**src/rtl/core/assert_macros.svh**
```systemverilog
// ----------------------------------------------------------------------------
// assert_macros.svh
// concurrent assertion helpers shared by the rtl
// ----------------------------------------------------------------------------
`ifndef ASSERT_MACROS_SVH
`define ASSERT_MACROS_SVH

// same-cycle implication, checked out of reset
`define ASSERT_IMPL(label, clk, rst_n, ante, cons, msg) \
  label: assert property (@(posedge clk) disable iff (!(rst_n)) (ante) |-> (cons)) \
    else $error(msg);

// next-cycle implication, checked out of reset
`define ASSERT_NEXT(label, clk, rst_n, ante, cons, msg) \
  label: assert property (@(posedge clk) disable iff (!(rst_n)) (ante) |=> (cons)) \
    else $error(msg);

`endif

```
**src/rtl/core/reb_pkg.sv**
```systemverilog
`default_nettype none
// ----------------------------------------------------------------------------
// reb_pkg
// shared types and constants of the rotary encoder front end
// ----------------------------------------------------------------------------
package reb_pkg;

  localparam int unsigned VALUE_WIDTH_DEF = 16;
  localparam int unsigned PERIOD_W        = 8;
  localparam logic [PERIOD_W-1:0] PERIOD_RESET = 8'd10;
  localparam int unsigned VOTE_SLOTS      = 3;
  localparam int unsigned SAMPLE_IDX_W    = $clog2(VOTE_SLOTS + 1);

  typedef enum logic [1:0] {
    TURN_IDLE  = 2'd0,
    TURN_ARMED = 2'd1,
    TURN_RIGHT = 2'd2,
    TURN_LEFT  = 2'd3
  } turn_e;

  typedef enum logic {
    KIND_TICK  = 1'b0,
    KIND_APPLY = 1'b1
  } kind_e;

  // one request being processed this cycle
  typedef struct packed {
    logic fire;
    logic apply;
  } step_t;

endpackage
`default_nettype wire

```
**src/rtl/core/reb_turn_dec.sv**
```systemverilog
`default_nettype none
// ----------------------------------------------------------------------------
// reb_turn_dec
// quadrature click decoder with latched direction
// ----------------------------------------------------------------------------
module reb_turn_dec (
  input  wire logic          clk_i,
  input  wire logic          rst_ni,
  input  wire reb_pkg::step_t step_i,
  input  wire logic          pin_a_i,
  input  wire logic          pin_b_i,
  output reb_pkg::turn_e     turn_cur_o,
  output reb_pkg::turn_e     turn_next_o
);

  reb_pkg::turn_e turn_q, turn_d;

  always_comb begin
    turn_d = turn_q;
    if (step_i.apply) begin
      // a held click is consumed by the apply
      if (turn_q == reb_pkg::TURN_RIGHT || turn_q == reb_pkg::TURN_LEFT) begin
        turn_d = reb_pkg::TURN_IDLE;
      end
    end else begin
      case (turn_q)
        reb_pkg::TURN_IDLE: begin
          if (!pin_a_i && !pin_b_i) turn_d = reb_pkg::TURN_ARMED;
        end
        reb_pkg::TURN_ARMED: begin
          if (!pin_a_i && pin_b_i) begin
            turn_d = reb_pkg::TURN_RIGHT;
          end else if (pin_a_i && !pin_b_i) begin
            turn_d = reb_pkg::TURN_LEFT;
          end
        end
        default: turn_d = turn_q;
      endcase
    end
  end

  always_ff @(posedge clk_i or negedge rst_ni) begin
    if (!rst_ni) begin
      turn_q <= reb_pkg::TURN_IDLE;
    end else if (step_i.fire) begin
      turn_q <= turn_d;
    end
  end

  assign turn_cur_o  = turn_q;
  assign turn_next_o = turn_d;

endmodule
`default_nettype wire

```
**src/rtl/core/reb_value_edit.sv**
```systemverilog
`default_nettype none
// ----------------------------------------------------------------------------
// reb_value_edit
// one-step value edit with wraparound between limits
// ----------------------------------------------------------------------------
module reb_value_edit #(
  parameter int unsigned VALUE_WIDTH = reb_pkg::VALUE_WIDTH_DEF
) (
  input  wire logic [VALUE_WIDTH-1:0] value_i,
  input  wire logic [VALUE_WIDTH-1:0] lower_i,
  input  wire logic [VALUE_WIDTH-1:0] upper_i,
  input  wire logic                   apply_i,
  input  wire reb_pkg::turn_e         turn_i,
  output logic      [VALUE_WIDTH-1:0] value_o
);

  always_comb begin
    value_o = value_i;
    if (apply_i) begin
      case (turn_i)
        reb_pkg::TURN_RIGHT: begin
          value_o = (value_i < upper_i) ? value_i + VALUE_WIDTH'(1) : lower_i;
        end
        reb_pkg::TURN_LEFT: begin
          value_o = (value_i > lower_i) ? value_i - VALUE_WIDTH'(1) : upper_i;
        end
        default: value_o = value_i;
      endcase
    end
  end

endmodule
`default_nettype wire

```
**src/rtl/core/reb_btn_vote.sv**
```systemverilog
`default_nettype none
// ----------------------------------------------------------------------------
// reb_btn_vote
// periodic button sampling with three-sample majority vote
// ----------------------------------------------------------------------------
module reb_btn_vote (
  input  wire logic                         clk_i,
  input  wire logic                         rst_ni,
  input  wire logic                         cfg_we_i,
  input  wire logic [reb_pkg::PERIOD_W-1:0] cfg_wdata_i,
  input  wire reb_pkg::step_t               step_i,
  input  wire logic                         level_i,
  output logic                              pressed_next_o
);

  localparam int unsigned PW   = reb_pkg::PERIOD_W;
  localparam int unsigned IdxW = reb_pkg::SAMPLE_IDX_W;
  localparam int unsigned NS   = reb_pkg::VOTE_SLOTS;

  logic [PW-1:0]   period_q;
  logic [PW-1:0]   count_q, count_d, count_inc;
  logic [IdxW-1:0] idx_q, idx_d;
  logic            samples_q [NS];
  logic            samples_d [NS];
  logic            pressed_q, pressed_d;
  logic            high_vote;
  logic            tick;

  assign tick      = step_i.fire && !step_i.apply;
  assign count_inc = count_q + PW'(1);
  assign high_vote = (samples_q[0] & samples_q[1]) | (samples_q[1] & samples_q[2]) |
                     (samples_q[0] & samples_q[2]);

  always_comb begin
    count_d   = count_q;
    idx_d     = idx_q;
    samples_d = samples_q;
    pressed_d = pressed_q;
    if (!step_i.apply) begin
      if (count_inc < period_q) begin
        count_d = count_inc;
      end else begin
        count_d = '0;
        if (idx_q < IdxW'(NS)) begin
          for (int i = 0; i < NS; i++) begin
            if (idx_q == IdxW'(i)) samples_d[i] = level_i;
          end
          idx_d = idx_q + IdxW'(1);
        end else begin
          idx_d     = '0;
          pressed_d = !high_vote;
        end
      end
    end
  end

  always_ff @(posedge clk_i or negedge rst_ni) begin
    if (!rst_ni) begin
      period_q <= reb_pkg::PERIOD_RESET;
    end else if (cfg_we_i) begin
      period_q <= cfg_wdata_i;
    end
  end

  always_ff @(posedge clk_i or negedge rst_ni) begin
    if (!rst_ni) begin
      count_q   <= '0;
      idx_q     <= '0;
      pressed_q <= 1'b0;
      for (int i = 0; i < NS; i++) samples_q[i] <= 1'b0;
    end else if (tick) begin
      count_q   <= count_d;
      idx_q     <= idx_d;
      pressed_q <= pressed_d;
      samples_q <= samples_d;
    end
  end

  assign pressed_next_o = pressed_d;

endmodule
`default_nettype wire

```
**src/rtl/core/rotary_encoder_with_button.sv**
```systemverilog
// an accepted request is held in the input register, then moves into the result register
// throughput: one request per cycle while out_stall_i lets results drain, set by the state update loop
// the input register can take one more request while the result register waits on out_stall_i
// reset clears both valid flags, the decoder to idle, button counters and vote
// the sample period register resets to ten ticks
`default_nettype none
// ----------------------------------------------------------------------------
// rotary_encoder_with_button
// quadrature encoder click decoder, value editor and debounced button
// ----------------------------------------------------------------------------
`include "assert_macros.svh"

module rotary_encoder_with_button #(
  parameter int unsigned VALUE_WIDTH = reb_pkg::VALUE_WIDTH_DEF
) (
  input  wire logic                         clk_i,
  input  wire logic                         rst_ni,
  // configuration
  input  wire logic                         cfg_we_i,
  input  wire logic [reb_pkg::PERIOD_W-1:0] cfg_wdata_i,
  // request channel
  input  wire logic                         in_valid_i,
  output logic                              in_stall_o,
  input  wire logic                         kind_i,
  input  wire logic                         pin_a_i,
  input  wire logic                         pin_b_i,
  input  wire logic                         button_pin_i,
  input  wire logic [VALUE_WIDTH-1:0]       edit_value_i,
  input  wire logic [VALUE_WIDTH-1:0]       lower_limit_i,
  input  wire logic [VALUE_WIDTH-1:0]       upper_limit_i,
  // result channel
  output logic                              out_valid_o,
  input  wire logic                         out_stall_i,
  output logic      [VALUE_WIDTH-1:0]       new_value_o,
  output logic      [1:0]                   direction_o,
  output logic                              button_pressed_o
);

  // input register stage
  logic                   s1_valid_q;
  logic                   s1_kind_q;
  logic                   s1_a_q, s1_b_q, s1_btn_q;
  logic [VALUE_WIDTH-1:0] s1_value_q, s1_lo_q, s1_hi_q;

  // result register stage
  logic                   out_valid_q;
  logic [VALUE_WIDTH-1:0] out_value_q;
  logic [1:0]             out_dir_q;
  logic                   out_pressed_q;

  logic                   in_accept;
  logic                   s1_adv;
  reb_pkg::step_t         step;
  reb_pkg::turn_e         turn_cur, turn_next;
  logic [VALUE_WIDTH-1:0] value_next;
  logic                   pressed_next;

  // the input stage moves on whenever the result register is free or being drained
  assign s1_adv     = s1_valid_q && (!out_valid_q || !out_stall_i);
  assign in_stall_o = s1_valid_q && !s1_adv;
  assign in_accept  = in_valid_i && !in_stall_o;

  assign step.fire  = s1_adv;
  assign step.apply = (s1_kind_q == reb_pkg::KIND_APPLY);

  always_ff @(posedge clk_i or negedge rst_ni) begin
    if (!rst_ni) begin
      s1_valid_q <= 1'b0;
    end else begin
      s1_valid_q <= in_accept || (s1_valid_q && !s1_adv);
    end
  end

  // request payload, no reset needed
  always_ff @(posedge clk_i) begin
    if (in_accept) begin
      s1_kind_q  <= kind_i;
      s1_a_q     <= pin_a_i;
      s1_b_q     <= pin_b_i;
      s1_btn_q   <= button_pin_i;
      s1_value_q <= edit_value_i;
      s1_lo_q    <= lower_limit_i;
      s1_hi_q    <= upper_limit_i;
    end
  end

  // click decoder, holds the latched direction between requests
  reb_turn_dec u_turn (
    .clk_i       (clk_i),
    .rst_ni      (rst_ni),
    .step_i      (step),
    .pin_a_i     (s1_a_q),
    .pin_b_i     (s1_b_q),
    .turn_cur_o  (turn_cur),
    .turn_next_o (turn_next)
  );

  // value edit uses the direction held before this request
  reb_value_edit #(
    .VALUE_WIDTH (VALUE_WIDTH)
  ) u_edit (
    .value_i (s1_value_q),
    .lower_i (s1_lo_q),
    .upper_i (s1_hi_q),
    .apply_i (step.apply),
    .turn_i  (turn_cur),
    .value_o (value_next)
  );

  // button sampler, only ticks advance it
  reb_btn_vote u_btn (
    .clk_i          (clk_i),
    .rst_ni         (rst_ni),
    .cfg_we_i       (cfg_we_i),
    .cfg_wdata_i    (cfg_wdata_i),
    .step_i         (step),
    .level_i        (s1_btn_q),
    .pressed_next_o (pressed_next)
  );

  always_ff @(posedge clk_i or negedge rst_ni) begin
    if (!rst_ni) begin
      out_valid_q <= 1'b0;
    end else begin
      out_valid_q <= s1_adv || (out_valid_q && out_stall_i);
    end
  end

  // result payload, loaded only when a request finishes
  always_ff @(posedge clk_i) begin
    if (s1_adv) begin
      out_value_q   <= value_next;
      out_dir_q     <= turn_next;
      out_pressed_q <= pressed_next;
    end
  end

  assign out_valid_o      = out_valid_q;
  assign new_value_o      = out_value_q;
  assign direction_o      = out_dir_q;
  assign button_pressed_o = out_pressed_q;

  // stall toward the source only when both stages are full and the sink holds back
  `ASSERT_IMPL(a_stall_cause, clk_i, rst_ni, in_stall_o,
               s1_valid_q && out_valid_q && out_stall_i, "input stall without full pipe")

  // an apply with a held click always returns the decoder to idle
  `ASSERT_NEXT(a_apply_clears, clk_i, rst_ni,
               s1_adv && step.apply &&
               (turn_cur == reb_pkg::TURN_RIGHT || turn_cur == reb_pkg::TURN_LEFT),
               direction_o == reb_pkg::TURN_IDLE && turn_cur == reb_pkg::TURN_IDLE,
               "held click not cleared by apply")

  // a held right click survives any tick
  `ASSERT_NEXT(a_click_held, clk_i, rst_ni,
               s1_adv && !step.apply && turn_cur == reb_pkg::TURN_RIGHT,
               direction_o == reb_pkg::TURN_RIGHT, "right click lost on tick")

  // an apply never moves the button state
  `ASSERT_NEXT(a_apply_btn, clk_i, rst_ni, s1_adv && step.apply,
               button_pressed_o == $past(pressed_next), "apply changed button state")

endmodule
`default_nettype wire

```
**config.mk**
```make
export PLATFORM = sky130hd
export DESIGN_NAME = rotary_encoder_with_button
export DESIGN_NICKNAME = d
export VERILOG_FILES = /design/src/rtl/core/reb_pkg.sv /design/src/rtl/core/reb_turn_dec.sv /design/src/rtl/core/reb_value_edit.sv /design/src/rtl/core/reb_btn_vote.sv /design/src/rtl/core/rotary_encoder_with_button.sv
export VERILOG_INCLUDE_DIRS = /design/src /design/src/rtl/core
export SDC_FILE = /design/constraint.sdc
export NUM_CORES = 1
export LEC_CHECK = 0
export ABC_AREA = 1
export BUFFER_PORTS_ARGS = -buffer_cell sky130_fd_sc_hd__buf_2
export CAP_MARGIN = 0
export CORE_ASPECT_RATIO = 1.2
export CORE_MARGIN = 2
export CORE_UTILIZATION = 50
export DETAILED_ROUTE_END_ITERATION = 16
export PLACE_DENSITY = 0.71
export SYNTH_ARGS = -nofsm -noshare
export SYNTH_HDL_FRONTEND = slang
export SYNTH_SLANG_ARGS = --single-unit
```
**constraint.sdc**
```tcl
create_clock -name clk_i -period 6.2 [get_ports clk_i]
set_input_delay 0.93 -clock clk_i [delete_from_list [all_inputs] [get_ports clk_i]]
set_output_delay 0.93 -clock clk_i [all_outputs]
set_load 0.01 [all_outputs]
```
Word-level counts from Yosys, hierarchy flattened:

Cells that the tools add are included.

* add/sub/neg operators: 4
* shift-type cells: 0
* muxes and demuxes: 15
* equality and inequality tests: 5
* divide/modulo/power cells: 0
* magnitude comparators: 4
* bitwise gates (word level): 7
* multiply operators: 0
* reductions and logical operators: 27

Operators with widths (count)
* 16-bit 2-to-1 mux: 3
* 16-bit case mux with 2 select lines: 1
* 16-bit by 1-bit adder with 16-bit output (second input constant): 1
* 16-bit greater-than comparator: 1
* 16-bit < comparator: 1
* 16-bit by 1-bit subtractor with 16-bit output (second input constant): 1
* 5-bit AND reduction: 3
* 2-bit 2-to-1 mux: 6
* 8-bit by 1-bit adder with 8-bit output (second input constant): 1
* 1-bit logical AND: 8
* 1-bit zero test: 8
* 8-bit < comparator: 1
* 8-bit 2-to-1 mux: 1
* 2-bit == test (second input constant): 3
* 2-bit by 1-bit == test with 1-bit output (second input constant): 2
* 2-bit zero test: 2
* 1-bit logical OR: 4
* 2-bit case mux with 2 select lines: 1
* 1-bit AND: 3
* 1-bit 2-to-1 mux: 3
* 3-bit AND reduction: 1
* 2-bit by 1-bit adder with 2-bit output (second input constant): 1
* 2-bit < comparator (second input constant): 1
* 1-bit NOT: 2
* 2 further kinds: 3

* flip-flop bits (word level): 97
* RAM bits: 0
* memories kept: 0
* bits in latches: 0
* ROM bits: 0
* word-level logic and storage cells: 82
* input port bits: 65
* output and inout port bits: 21

Depth between registers and ports, before layout:

Gate-level depths: netlist of run 1.

* depth in word-level cells: 8
* depth in mapped cells: 18
* depth with buffers taken out: 18

By module:

A second synthesis of run 1 with hierarchy kept.

* cells, all modules: 708
* area total of the unflattened synthesis: 6000.8 um^2

Modules (own cells, without submodules)
* reb_value_edit: cells an instance 450, times used 1, area an instance 2366.0 um^2, sequential area each 0.0 um^2
* rotary_encoder_with_button: cells an instance 83, times used 1, area an instance 2227.1 um^2, sequential area each 2182.1 um^2
* reb_btn_vote: cells an instance 153, times used 1, area an instance 1272.5 um^2, sequential area each 553.0 um^2
* reb_turn_dec: cells an instance 22, times used 1, area an instance 135.1 um^2, sequential area each 50.0 um^2

Worst setup path after synthesis of run 1:

Ideal clock, no wire load.

* path kind: input to register
* start point: input out_stall_i
* end point: register s1_a_q, enable pin
* data arrival time: 2.120 ns
* library setup time: 0.406 ns
* data required time: 5.794 ns
* path buffers: 0
* setup slack: 3.673 ns
* stages: 3
* cell sequence: nand2_1 -> o21ai_0 -> inv_1

* cells in the longest elaborated chain, start to end: 7

RTL lines
* start: declaration: line rotary_encoder_with_button.sv:33 `input wire logic out_stall_i,`
* 1-bit zero test: line rotary_encoder_with_button.sv:59 `assign s1_adv = s1_valid_q && (!out_valid_q || !out_stall_i);`
* 1-bit logical OR: line rotary_encoder_with_button.sv:59
* 1-bit logical AND: line rotary_encoder_with_button.sv:59
* 1-bit zero test: line rotary_encoder_with_button.sv:60 `assign in_stall_o = s1_valid_q && !s1_adv;`
* 1-bit logical AND: line rotary_encoder_with_button.sv:60
* 1-bit zero test: line rotary_encoder_with_button.sv:61 `assign in_accept = in_valid_i && !in_stall_o;`
* 1-bit logical AND: line rotary_encoder_with_button.sv:61
* net in_accept: line rotary_encoder_with_button.sv:51 `logic in_accept;`
* end signal: assignment: line rotary_encoder_with_button.sv:78 `s1_a_q <= pin_a_i;`
* end: declaration: line rotary_encoder_with_button.sv:42 `logic s1_a_q, s1_b_q, s1_btn_q;`

The timed path passes the listed nets, and every way through them passes these cells.
A chain may end at the register's enable or synchronous reset.

Worst setup path in the final report of run 1:

* start point: register u_btn.count_q[0]
* end point: register u_btn.samples_q[1] (netlist bit)

* cells in the longest elaborated chain, start to end: 4

RTL lines
* start: declaration: line reb_btn_vote.sv:21 `logic [PW-1:0] count_q, count_d, count_inc;`
* start signal: assignment: line reb_btn_vote.sv:72 `count_q <= count_d;`
* 8-bit by 1-bit adder with 8-bit output: line reb_btn_vote.sv:30 `assign count_inc = count_q + PW'(1);`
* 8-bit < comparator: line reb_btn_vote.sv:40 `if (count_inc < period_q) begin`
* 1-bit NOT (no source line)
* 5-bit AND reduction (no source line)
* end signal: assignment: line reb_btn_vote.sv:75 `samples_q <= samples_d;`
* end: declaration: line reb_btn_vote.sv:23 `logic samples_q [NS];`

Every way passes these cells.

==> results of run 1 <==
==> cell usage after synthesis, types with 2 or more instances <==
| library cell | number |
|---|---|
| inv_1 | 85 |
| nand4_1 | 6 |
| xor2_1 | 20 |
| buf_6 | 4 |
| edfxtp_1 | 71 |
| nand3_1 | 79 |
| nand2_1 | 206 |
| clkbuf_1 | 5 |
| nor3_1 | 5 |
| nand2_4 | 2 |
| ha_1 | 45 |
| xnor2_1 | 7 |
| dfrtp_1 | 24 |
| dfstp_2 | 2 |
| nand2_2 | 3 |
| nor2_2 | 3 |
| o21ai_0 | 27 |
| a21oi_1 | 20 |
| buf_2 | 12 |
| nor2_1 | 44 |
| nand3b_1 | 8 |
==> cell type report <==
class / instances / area share
tap: 157 / 0.02929
inverter: 86 / 0.04813
timing repair buffer: 85 / 0.06343
clock buffer: 9 / 0.03358
multi-input combinational: 487 / 0.3953
sequential: 97 / 0.4153
clock inverter: 7 / 0.01493
==> how the worst min path moves through the flow <==
| stage | slack [ns] | to | cells past startpoint | startpoint |
|---|---|---|---|---|
| after floorplan | 0.44 | u_btn.samples_q[2] | 2 | u_btn.samples_q[2] |
| after global placement | 0.46 | u_btn.samples_q[2] | 2 | u_btn.samples_q[2] |
| after detailed placement | 0.47 | u_btn.samples_q[2] | 2 | u_btn.samples_q[2] |
| after CTS | 0.49 | u_btn.samples_q[2] | 2 | u_btn.samples_q[2] |
| after global routing | 0.50 | u_btn.pressed_q | 2 | u_btn.pressed_q |
| final | 0.49 | u_btn.samples_q[2] | 2 | u_btn.samples_q[2] |
==> cell families (layout without fill, tap and decap cells) <==
group | Yosys count | in the layout | share of synthesized area
adders and majority gates | 46 | 46 | 0.09728
muxes | 1 | 1 | 0.001912
buffers and inverters | 108 | 187 | 0.07710
DFF | 97 | 97 | 0.4728
xor gates and xnor gates | 27 | 27 | 0.04014
AOI/OAI and AO/OA | 53 | 53 | 0.04694
and+or+nand+nor | 360 | 360 | 0.2638
==> worst register-to-register path: stages (launching register included) <==
cell and delay, ns:
dfrtp_1 0.42, ha_1 0.22, nand2_1 0.10, nor3_1 0.26, xor2_1 0.19, inv_1 0.08, ha_1 0.28, nand2_1 0.06
nor2_1 0.11, a211oi_1 0.05, nand2_1 0.16, nand2_1 0.14, nor2_1 0.36, nand2_1 0.09, nand2_1 0.07, nand2_1 0.05
==> metal layers <==
layer  vias to the layer above  GRT usage
met5                         -          0
met4                         0    0.08141
met2                       212     0.3693
met3                        27    0.04466
met1                      2248     0.3300
li1                       2414          -
==> flip-flops by register name, indices dropped and copies added (netlist names), 2 cells and up <==
register	cells
s1_value_q	16
direction_o	2
u_btn.period_q	8
u_btn.idx_q	2
u_btn.count_q	8
s1_lo_q	16
s1_hi_q	16
new_value_o	16
u_btn.samples_q	3
u_turn.turn_cur_o	2
==> power breakdown <==
part,leakage (nW),switching (mW),internal [mW]
registers,1.01,0.0653,0.794
clock network,0.156,0.254,0.357
logic,2.06,0.276,0.159
total,3.23,0.595,1.31
==> placed cells by master (no fill, tap or decap), types with 2 or more instances in the layout <==
cell type / n
nand2_1: 206
buf_2: 85
inv_1: 84
nand3_1: 79
edfxtp_1: 71
ha_1: 45
nor2_1: 44
o21ai_0: 27
dfrtp_1: 24
xor2_1: 20
a21oi_1: 20
clkbuf_16: 9
nand3b_1: 8
xnor2_1: 7
nand4_1: 6
nor3_1: 5
nand2_2: 3
nor2_2: 3
inv_2: 2
nand2_4: 2
bufinv_16: 2
dfstp_2: 2
==> through the flow <==
stage                     hold WS (ns)  instances  area, um^2  power [mW]
after floorplan                 0.4438        692        5891       1.164
after global routing            0.5004        928        6706       2.011
after detailed placement        0.4690        912        6381       1.304
after CTS                       0.4854        928        6706       1.913
after global placement          0.4604        912        6381       1.279
final                           0.4850        928        6706       1.906
==> reports/summary.txt, run 1 <==
Status: completed
# Max-Cap Violations: 0
Yosys warnings: 0
First-pass GRT wire length: 22,910 um
Leakage: 3.225 nW
Place WS: 3.422 ns
Final Util: 0.5825
CP required: 6.43 ns
Placed wire-length estimate: 10,720 um
Max incr delay on CP: 0.42 ns
Routability cong.: 0.9398
Crit path DAT: 2.98 ns
Initial antenna violation count: 0
Final Cycle Share: 0.4425
H-tree Lvls: 3
Final setup margin: 3.457 ns
Layout area overhead: 13.85%
Met1 wire length: 6219 um
Worst Skew: 0.008819 ns
Slowest stage cell, crit path: dfrtp_1
Port buffer count: 85
Fin. Hold Viols: 0
Multi-input gate area: 0.002651 mm^2
Nets: 876
Share of the synthesized area in the top cell type: 0.3619
R2R Setup Slk: 3.46 ns
Num CTS Buffers: 9
Ys async rst share: 0.2680
Initial Util: 0.5116
Met3 WL post-DR: 1086 um
DR WL/cell: 15.28 um
Most area-consuming cells after synthesis: edfxtp_1 (36%), nand2_1 (13%), dfrtp_1 (10%)
Register area share after synthesis: 0.4728
Flops & latches, synth: 97
Die H: 122.9 um
Worst Setup SP: u_btn.count_q[0]
Fill cells: 1,083
Postcts setup bufs: 0
Stages on the worst setup path: 15
Max-slew violation count: 0
Pre-Repair DR Iteration Count: 6
Crit path time final: 2.743 ns
Most used cell, CP: nand2_1
Clk root buf: clkbuf_16
Syn_nets: 802
Clk buf depth: 2
Slew Limit Headroom: 0.1873
Synth cell types: 35
Worst Tran Pin Value: 1.215 ns
Met2 Routed Length: 6576 um
Register area: 0.002785 mm^2
Setup violators final: 0
Post-cts sizing count: 0
Power Dens Cells: 284.1 mW/mm^2
Synthesized cell area: 0.005891 mm^2
RR Endpoint: u_btn.samples_q[1]
TritonCTS Sinks: 97
Drt total wl: 14,180 um
Fmax: 0.3645 GHz
Critical Path, Cell by Cell: ha_1 -> nand2_1 -> nor3_1 -> xor2_1 -> inv_1 -> ha_1 -> nand2_1 -> nor2_1 -> a211oi_1 -> nand2_1 -> nand2_1 -> nor2_1 -> nand2_1 -> nand2_1 -> nand2_1
GRT Util Overall: 0.2361
Die ar.: 0.01267 mm^2
Chip Width: 103.1 um
Layout cells sized above 1: 0.1518
Post-synth EDFFs: 71
Gr ovfl total: 0
Site row count: 43
Mapped Cells: 692
Vias in the first global route: 4,711
Crit Path Class: flip-flop to flip-flop
Largest net degree at the start of global routing: 53
Leading area contributor after synthesis: edfxtp_1
Hold-fix buffers, CTS: 0
Uppermost routed layer: met4
Crit path max-delay family: simple AND/OR/NAND/NOR gates
Core Area: 0.01151 mm^2
CP Capture Type: flip-flop
DRT iter0 DRCs: 310
Clock transition at path regs: 0.07 ns
Worst Reg-to-Reg Cells: 15
Critical Path End: u_btn.samples_q[1]
# diodes: 0
Via Count: 4,901
Largest fanout on the critical path: 7
Vias per inst: 5.281
CP startpoint kind: flip-flop
Max IR drop VDD: 142.9 uV
Buf/Inv on CP: 1
Ports: 86
Final ANT Viol Nets: 0
RSZ-0062 raised after global routing: no
Worst min path class: flip-flop to flip-flop
Clock latency on the worst-skew pair: 0.35 ns
TNS Setup: 0 ns
Worst r2r src: u_btn.count_q[0]
Top FF cell, synth: edfxtp_1
# DRC: 0
Syn Area/Cell: 8.513 um^2
CTS tree: built
No activity file was read; power rests on OpenSTA's default activity.
==> inputs of run 2 (changes only) <==
- ABC_AREA: 1 -> 0
- PLACE_DENSITY: 0.71 -> 0.72
- clock period: 6.2 -> 2.8 ns (I/O delays scaled with it)
==> run 2 against run 1 <==
Compared with the run above:
- die area is 4.9% lower
- critical endpoint is now new_value_o[4]
- register-to-register slack worse by 3.4 ns
- flip-flop and latch count unchanged
- largest power group unchanged
- combinational power grew 140%
- hold slack lost 0.41 ns
==> reports/summary.txt, run 2 <==
Gr ovfl total: 0 (unchanged)
Register area: 0.002786 mm^2 (about the same)
Met1 usage: 0.2910 (-0.03897)
Num CTS Buffers: 9 (unchanged)
Syn Area/Cell: 10.84 um^2 (+27%)
Layout area overhead: 22.28%
Layout cells sized above 1: 0.2864 (+0.1346)
Ys async rst share: 0.2680 (unchanged)
Core Area: 0.01098 mm^2 (-4.6%)
Most common cell after layout, fill and taps aside: buf_2
Max IR drop VDD: 410.1 uV (+190%)
Largest fanout on the critical path: 8 (+1)
Site row count: 42 (-2.3%)
Synth cell types: 66 (+89%)
Vias per inst: 5.623 (+6.5%)
Worst min path class: primary input to asynchronous set/reset pin
Worst Tran Pin Value: 0.6006 ns (-0.6140 ns)
Pre-Repair DR Iteration Count: 4 (-2)
Routability cong.: 0.9137 (-2.8%)
Commonest cells after routing, fill and taps aside: buf_2 (85), edfxtp_1 (71), nand2_1 (54)
Status: completed
Fill cells: 891 (-18%)
# Max-Cap Violations: 0 (unchanged)
Final ANT Viol Nets: 0 (unchanged)
Crit path DAT: 2.87 ns (-0.11 ns)
Clk buf depth: 2 (unchanged)
Most used routing layer: met2
Drt total wl: 13,340 um (-6.0%)
Slew Limit Headroom: 0.5996 (+0.4123)
Fin. Hold Viols: 0 (unchanged)
Max-slew violation count: 0 (unchanged)
Initial Util: 0.5092 (-0.002400)
Clock transition at path regs: 0.07 ns (about the same)
Initial antenna violation count: 0 (unchanged)
Die H: 119.9 um (-2.5%)
Syn_nets: 626 (-22%)
DRT iter0 DRCs: 274 (-12%)
CP Capture Type: flip-flop
Via Count: 4,335 (-12%)
Port buffer count: 85 (unchanged)
TritonCTS Sinks: 97 (unchanged)
Largest net degree at the start of global routing: 28 (-47%)
Leakage: 3.033 nW (-6.0%)
Placed wire-length estimate: 9803 um (-8.5%)
CP required: 2.90 ns (-3.53 ns)
Setup violators final: 0 (unchanged)
GRT Util Overall: 0.2253 (-0.01083)
DR WL/cell: 17.30 um (+13%)
Die ar.: 0.01205 mm^2 (-4.9%)
Nets: 744 (-15%)
Worst Skew: 0.006545 ns (-0.002274 ns)
Power Dens Cells: 607.0 mW/mm^2 (+110%)
Commonest cells post-synth: edfxtp_1 (71), nand2_1 (55), inv_1 (48)
Share of the synthesized area in the top cell type: 0.3812 (+0.01927)
Place WS: -0.04088 ns (-3.462 ns)
Top-count cell post-synth: edfxtp_1
Synthesized cell area: 0.005593 mm^2 (-5.1%)
# DRC: 0 (unchanged)
Final Cycle Share: 0.9915 (+0.5490)
Ports: 86 (unchanged)
CTS tree: built
Final Util: 0.6227 (+0.04021)
CP startpoint kind: flip-flop
H-tree Lvls: 3 (unchanged)
Most area-consuming cells after synthesis: edfxtp_1 (38%), dfrtp_1 (11%), ha_1 (10%)
Crit Path Class: flip-flop to flip-flop
# diodes: 0 (unchanged)
Top FF cell, synth: edfxtp_1
Register area share after synthesis: 0.4980 (+0.02517)
Clk root buf: clkbuf_16
Post-DP Area: 0.006362 mm^2 (-0.29%)
First-pass GRT wire length: 20,960 um (-8.5%)
Yosys warnings: 0 (unchanged)
Post-synth EDFFs: 71 (unchanged)
Met3 GRT Util: 0.04601 (+0.001352)
Mapped Cells: 516 (-25%)
Crit path time final: 2.776 ns (+0.03299 ns)
Flops & latches, synth: 97 (unchanged)
Clock latency on the worst-skew pair: 0.35 ns (about the same)
Final setup margin: 0.02381 ns (-3.433 ns)
Met2 Use GR: 0.3721 (+0.002746)
Chip Width: 100.5 um (-2.5%)
Hold-fix buffers, CTS: 0 (unchanged)
Design Area, Final: 0.006839 mm^2 (+2.0%)
Leading area contributor after synthesis: edfxtp_1
Fmax: 0.3602 GHz (-1.2%)
Vias in the first global route: 4,225 (-10%)
Multi-input gate area: 0.002604 mm^2 (-1.8%)
-- run 2: critical path: stages, from the launching register on --
cell	delay [ns]
edfxtp_1	0.37
inv_1	0.13
ha_4	0.22
nand4_1	0.14
buf_4	0.14
nor3_1	0.04
a2111o_1	0.39
o31a_4	0.42
buf_4	0.16
mux2_4	0.19
a21oi_2	0.05
a32o_2	0.27
-- run 2: worst paths after layout --
kind	to	slack (ns)	startpoint	depth (start not counted)
worst max register to register	new_value_o[4]	0.02	s1_lo_q[14]	11
worst max-delay path	new_value_o[4]	0.02	s1_lo_q[14]	11
worst min register to register	out_valid_o	0.50	s1_valid_q	1
worst min-delay path	u_btn.samples_q[2]	0.08	rst_ni	1
min in group clk_i	s1_btn_q	0.24	button_pin_i	1
max in group asynchronous	u_btn.count_q[0]	2.30	rst_ni	1
-- run 2: repair_timing --
action | in CTS | in global routing
setup endpoints to repair | 4 | 16
cloned | 0 | 0
pin swaps | 0 | 9
setup buffers | 0 | 9
resized for setup | 2 | 22
hold endpoints to repair | 0 | 0
-- run 2: cell families (layout without fill, tap and decap cells) --
logic type	after synthesis	count (layout)	synth area share
compound gates	108	108	0.1289
xor+xnor	25	25	0.03915
fa+ha+maj	46	46	0.1025
buf+inv	73	196	0.05369
flops	97	97	0.4980
mux	24	24	0.04698
simple gates	143	143	0.1309
-- run 2: power breakdown --
group,internal (mW),switching [mW]
clock network,0.711,0.515
logic,0.473,0.554
registers,1.75,0.149
total,2.93,1.22
-- run 2: area by class of cell --
type	instances	area share
Sequential cell	97	0.4074
Inverter	48	0.02634
Tap cell	132	0.02415
Clock buffer	15	0.04244
Timing Repair Buffer	132	0.1180
Multi-Input combinational cell	346	0.3807
Clock inverter	1	0.0009147
-- run 2: routing by layer --
metal / wire length (um) / up-vias
met5: 0 / -
met4: 267 / 0
met3: 718 / 21
met2: 6732 / 130
met1: 5618 / 2089
li1: - / 2095
-- run 2: per-stage QoR --
step | cells | power [mW] | hold WS [ns] | setup TNS (ns)
final | 771 | 4.152 | 0.07527 | 0
after floorplan | 516 | 2.513 | 0.1244 | 0
after global placement | 746 | 2.815 | 0.4516 | -0.005104
after CTS | 762 | 4.092 | 0.09426 | 0
after detailed placement | 746 | 2.865 | 0.4616 | -0.1082
after global routing | 771 | 4.367 | 0.1248 | -0.1995
==> inputs of run 3 (changes only) <==
- PLACE_DENSITY: 0.72 -> 0.74
- RECOVER_POWER: not set -> 25
- TNS_END_PERCENT: not set -> 1
- clock period: 2.8 -> 2.49 ns (I/O delays scaled with it)
==> run 3 against run 2 <==
Compared with the run above:
- the flow now finishes with violations (setup timing)
- register-to-register slack got worse by 0.30 ns
- critical path depth down 2
- flip-flop and latch count is the same
- clock power up 12%
- hold slack lost 0.051 ns
- fmax increased by 0.22%
- sequential share of layout area down 1.8 points
- worst setup slack worse by 0.30 ns
- sequential power grew 12%
==> reports/summary.txt, run 3 (synthesis results as in run 2) <==
Layout area overhead: 27.90%
TritonCTS Sinks: 97 (unchanged)
Num CTS Buffers: 9 (unchanged)
Worst Skew: 0.008959 ns (+0.002414 ns)
Register area: 0.002785 mm^2 (about the same)
Core Area: 0.01098 mm^2 (unchanged)
CP required: 2.58 ns (-0.32 ns)
Most common cell after layout, fill and taps aside: buf_2
Largest fanout on the critical path: 5 (-3)
Design Area, Final: 0.007153 mm^2 (+4.6%)
Fmax: 0.3610 GHz (+0.22%)
Crit Path Class: flip-flop to flip-flop
Status: finished with violations
Leakage: 3.189 nW (+5.1%)
Placed wire-length estimate: 10,440 um (+6.5%)
Buf/Inv on CP: 1 (-2)
Worst Hold Margin: 0.02406 ns (-0.05122 ns)
Post-DP Area: 0.006625 mm^2 (+4.1%)
RR Endpoint: new_value_o[12]
Fill cells: 839 (-5.8%)
CP Capture Type: flip-flop
CP startpoint kind: flip-flop
DR WL/cell: 17.37 um (+0.42%)
Slew Limit Headroom: 0.6020 (+0.002390)
Layout Cells excl Fill: 802 (+4.0%)
Vias in the first global route: 4,404 (+4.2%)
Worst Tran Pin Value: 0.5970 ns (-0.003585 ns)
Site row count: 42 (unchanged)
Power Dens Cells: 668.0 mW/mm^2 (+10%)
Worst Reg-to-Reg Cells: 9 (-2)
Critical Path, Cell by Cell: ha_1 -> a21o_1 -> a21o_1 -> a2111o_1 -> o31a_4 -> buf_6 -> mux2i_1 -> nor2_1 -> or3_1
Placed Cells: 781 (+4.7%)
First-pass GRT wire length: 22,110 um (+5.5%)
Via Count: 4,449 (+2.6%)
Worst r2r src: s1_value_q[13]
Vias per inst: 5.547 (-1.3%)
Chip Width: 100.5 um (unchanged)
Die ar.: 0.01205 mm^2 (unchanged)
GRT Util Overall: 0.2388 (+0.01347)
Most used cell, CP: a21o_1
Place WS: -0.4890 ns (-0.4481 ns)
Layout cells sized above 1: 0.3373 (+0.05093)
Final setup margin: -0.2802 ns (-0.3040 ns)
Failing checks: setup timing
Met3 WL post-DR: 585 um (-19%)
Max IR drop VDD: 349.7 uV (-15%)
Crit path time final: 2.770 ns (-0.006028 ns)
Hold-fix buffers, CTS: 0 (unchanged)
Ports: 86 (unchanged)
# Max-Cap Violations: 0 (unchanged)
Final ANT Viol Nets: 0 (unchanged)
Routability cong.: 0.8819 (-3.5%)
Initial Util: 0.5092 (unchanged)
Final Cycle Share: 1.113 (+0.1210)
Uppermost routed layer: met4
Clock transition at path regs: 0.07 ns (about the same)
Largest net degree at the start of global routing: 27 (-3.6%)
DRT iter0 DRCs: 238 (-13%)
Die H: 119.9 um (unchanged)
Crit path DAT: 2.86 ns (about the same)
Met2 Routed Length: 7119 um (+5.7%)
Total Power: 4.778 mW (+15%)
Slowest stage cell, crit path: edfxtp_1
R2R Setup Slk: -0.28 ns (-0.30 ns)
Pre-Repair DR Iteration Count: 4 (unchanged)
CTS tree: built
Gr ovfl total: 0 (unchanged)
Drt total wl: 13,930 um (+4.5%)
Worst min path class: primary input to asynchronous set/reset pin
Multi-input gate area: 0.002685 mm^2 (+3.1%)
Port buffer count: 85 (unchanged)
# DRC: 0 (unchanged)
Initial antenna violation count: 0 (unchanged)
Max-slew violation count: 0 (unchanged)
# diodes: 0 (unchanged)
Clk root buf: clkbuf_16
H-tree Lvls: 3 (unchanged)
Met1 wire length: 5899 um (+5.0%)
Setup violators final: 17 (+17)
RSZ-0062 raised after global routing: yes
Fin. Hold Viols: 0 (unchanged)
Commonest cells after routing, fill and taps aside: buf_2 (85), buf_4 (72), edfxtp_1 (71)
Crit path max-delay family: compound AO/OA/AOI/OAI gates
Nets: 775 (+4.2%)
Max incr delay on CP: 0.41 ns (about the same)
Clk buf depth: 2 (unchanged)
Clock latency on the worst-skew pair: 0.35 ns (about the same)
-- run 3: metal layers --
layer | track usage | up-vias
li1 | - | 2165
met1 | 0.3068 | 2132
met2 | 0.4027 | 124
met3 | 0.04601 | 28
met4 | 0.08134 | 0
met5 | 0 | -
-- run 3: final cells by class --
class / count / area share
flip-flops and latches: 97 / 0.3894
inverters: 48 / 0.02519
multi-input cells: 346 / 0.3754
repair buffers: 163 / 0.1457
clock inverters: 7 / 0.009795
well taps: 132 / 0.02309
clock buffers: 9 / 0.03149
-- run 3: power by group --
part | switching (mW) | internal, mW | total [mW]
combinational | 0.676 | 0.599 | 1.28
sequential | 0.154 | 1.97 | 2.12
clock | 0.607 | 0.777 | 1.38
-- run 3: worst max-delay path by stage --
stage                         startpoint  slack, ns  cells past startpoint         endpoint
after global routing      s1_value_q[13]      -0.36                      9  new_value_o[12]
after detailed placement  s1_value_q[13]      -0.49                      9  new_value_o[12]
after floorplan           s1_value_q[13]      -0.09                     10  new_value_o[11]
final                     s1_value_q[13]      -0.28                      9  new_value_o[12]
after global placement     s1_value_q[7]      -0.46                      9   new_value_o[4]
after CTS                 s1_value_q[13]      -0.31                      9  new_value_o[12]
-- run 3: what timing repair did --
item,CTS,global route
endpoints found under the hold margin,0,0
endpoints found under the setup margin,26,28
resized for setup,19,30
setup buffers,2,3
pin swaps,8,17
-- run 3: per-stage QoR --
stage,TNS (ns),utilization
final,-2.275,0.6513
after global routing,-4.250,0.6513
after CTS,-2.725,0.6380
after detailed placement,-7.177,0.6032
after global placement,-6.139,0.6032
after floorplan,-0.3260,-
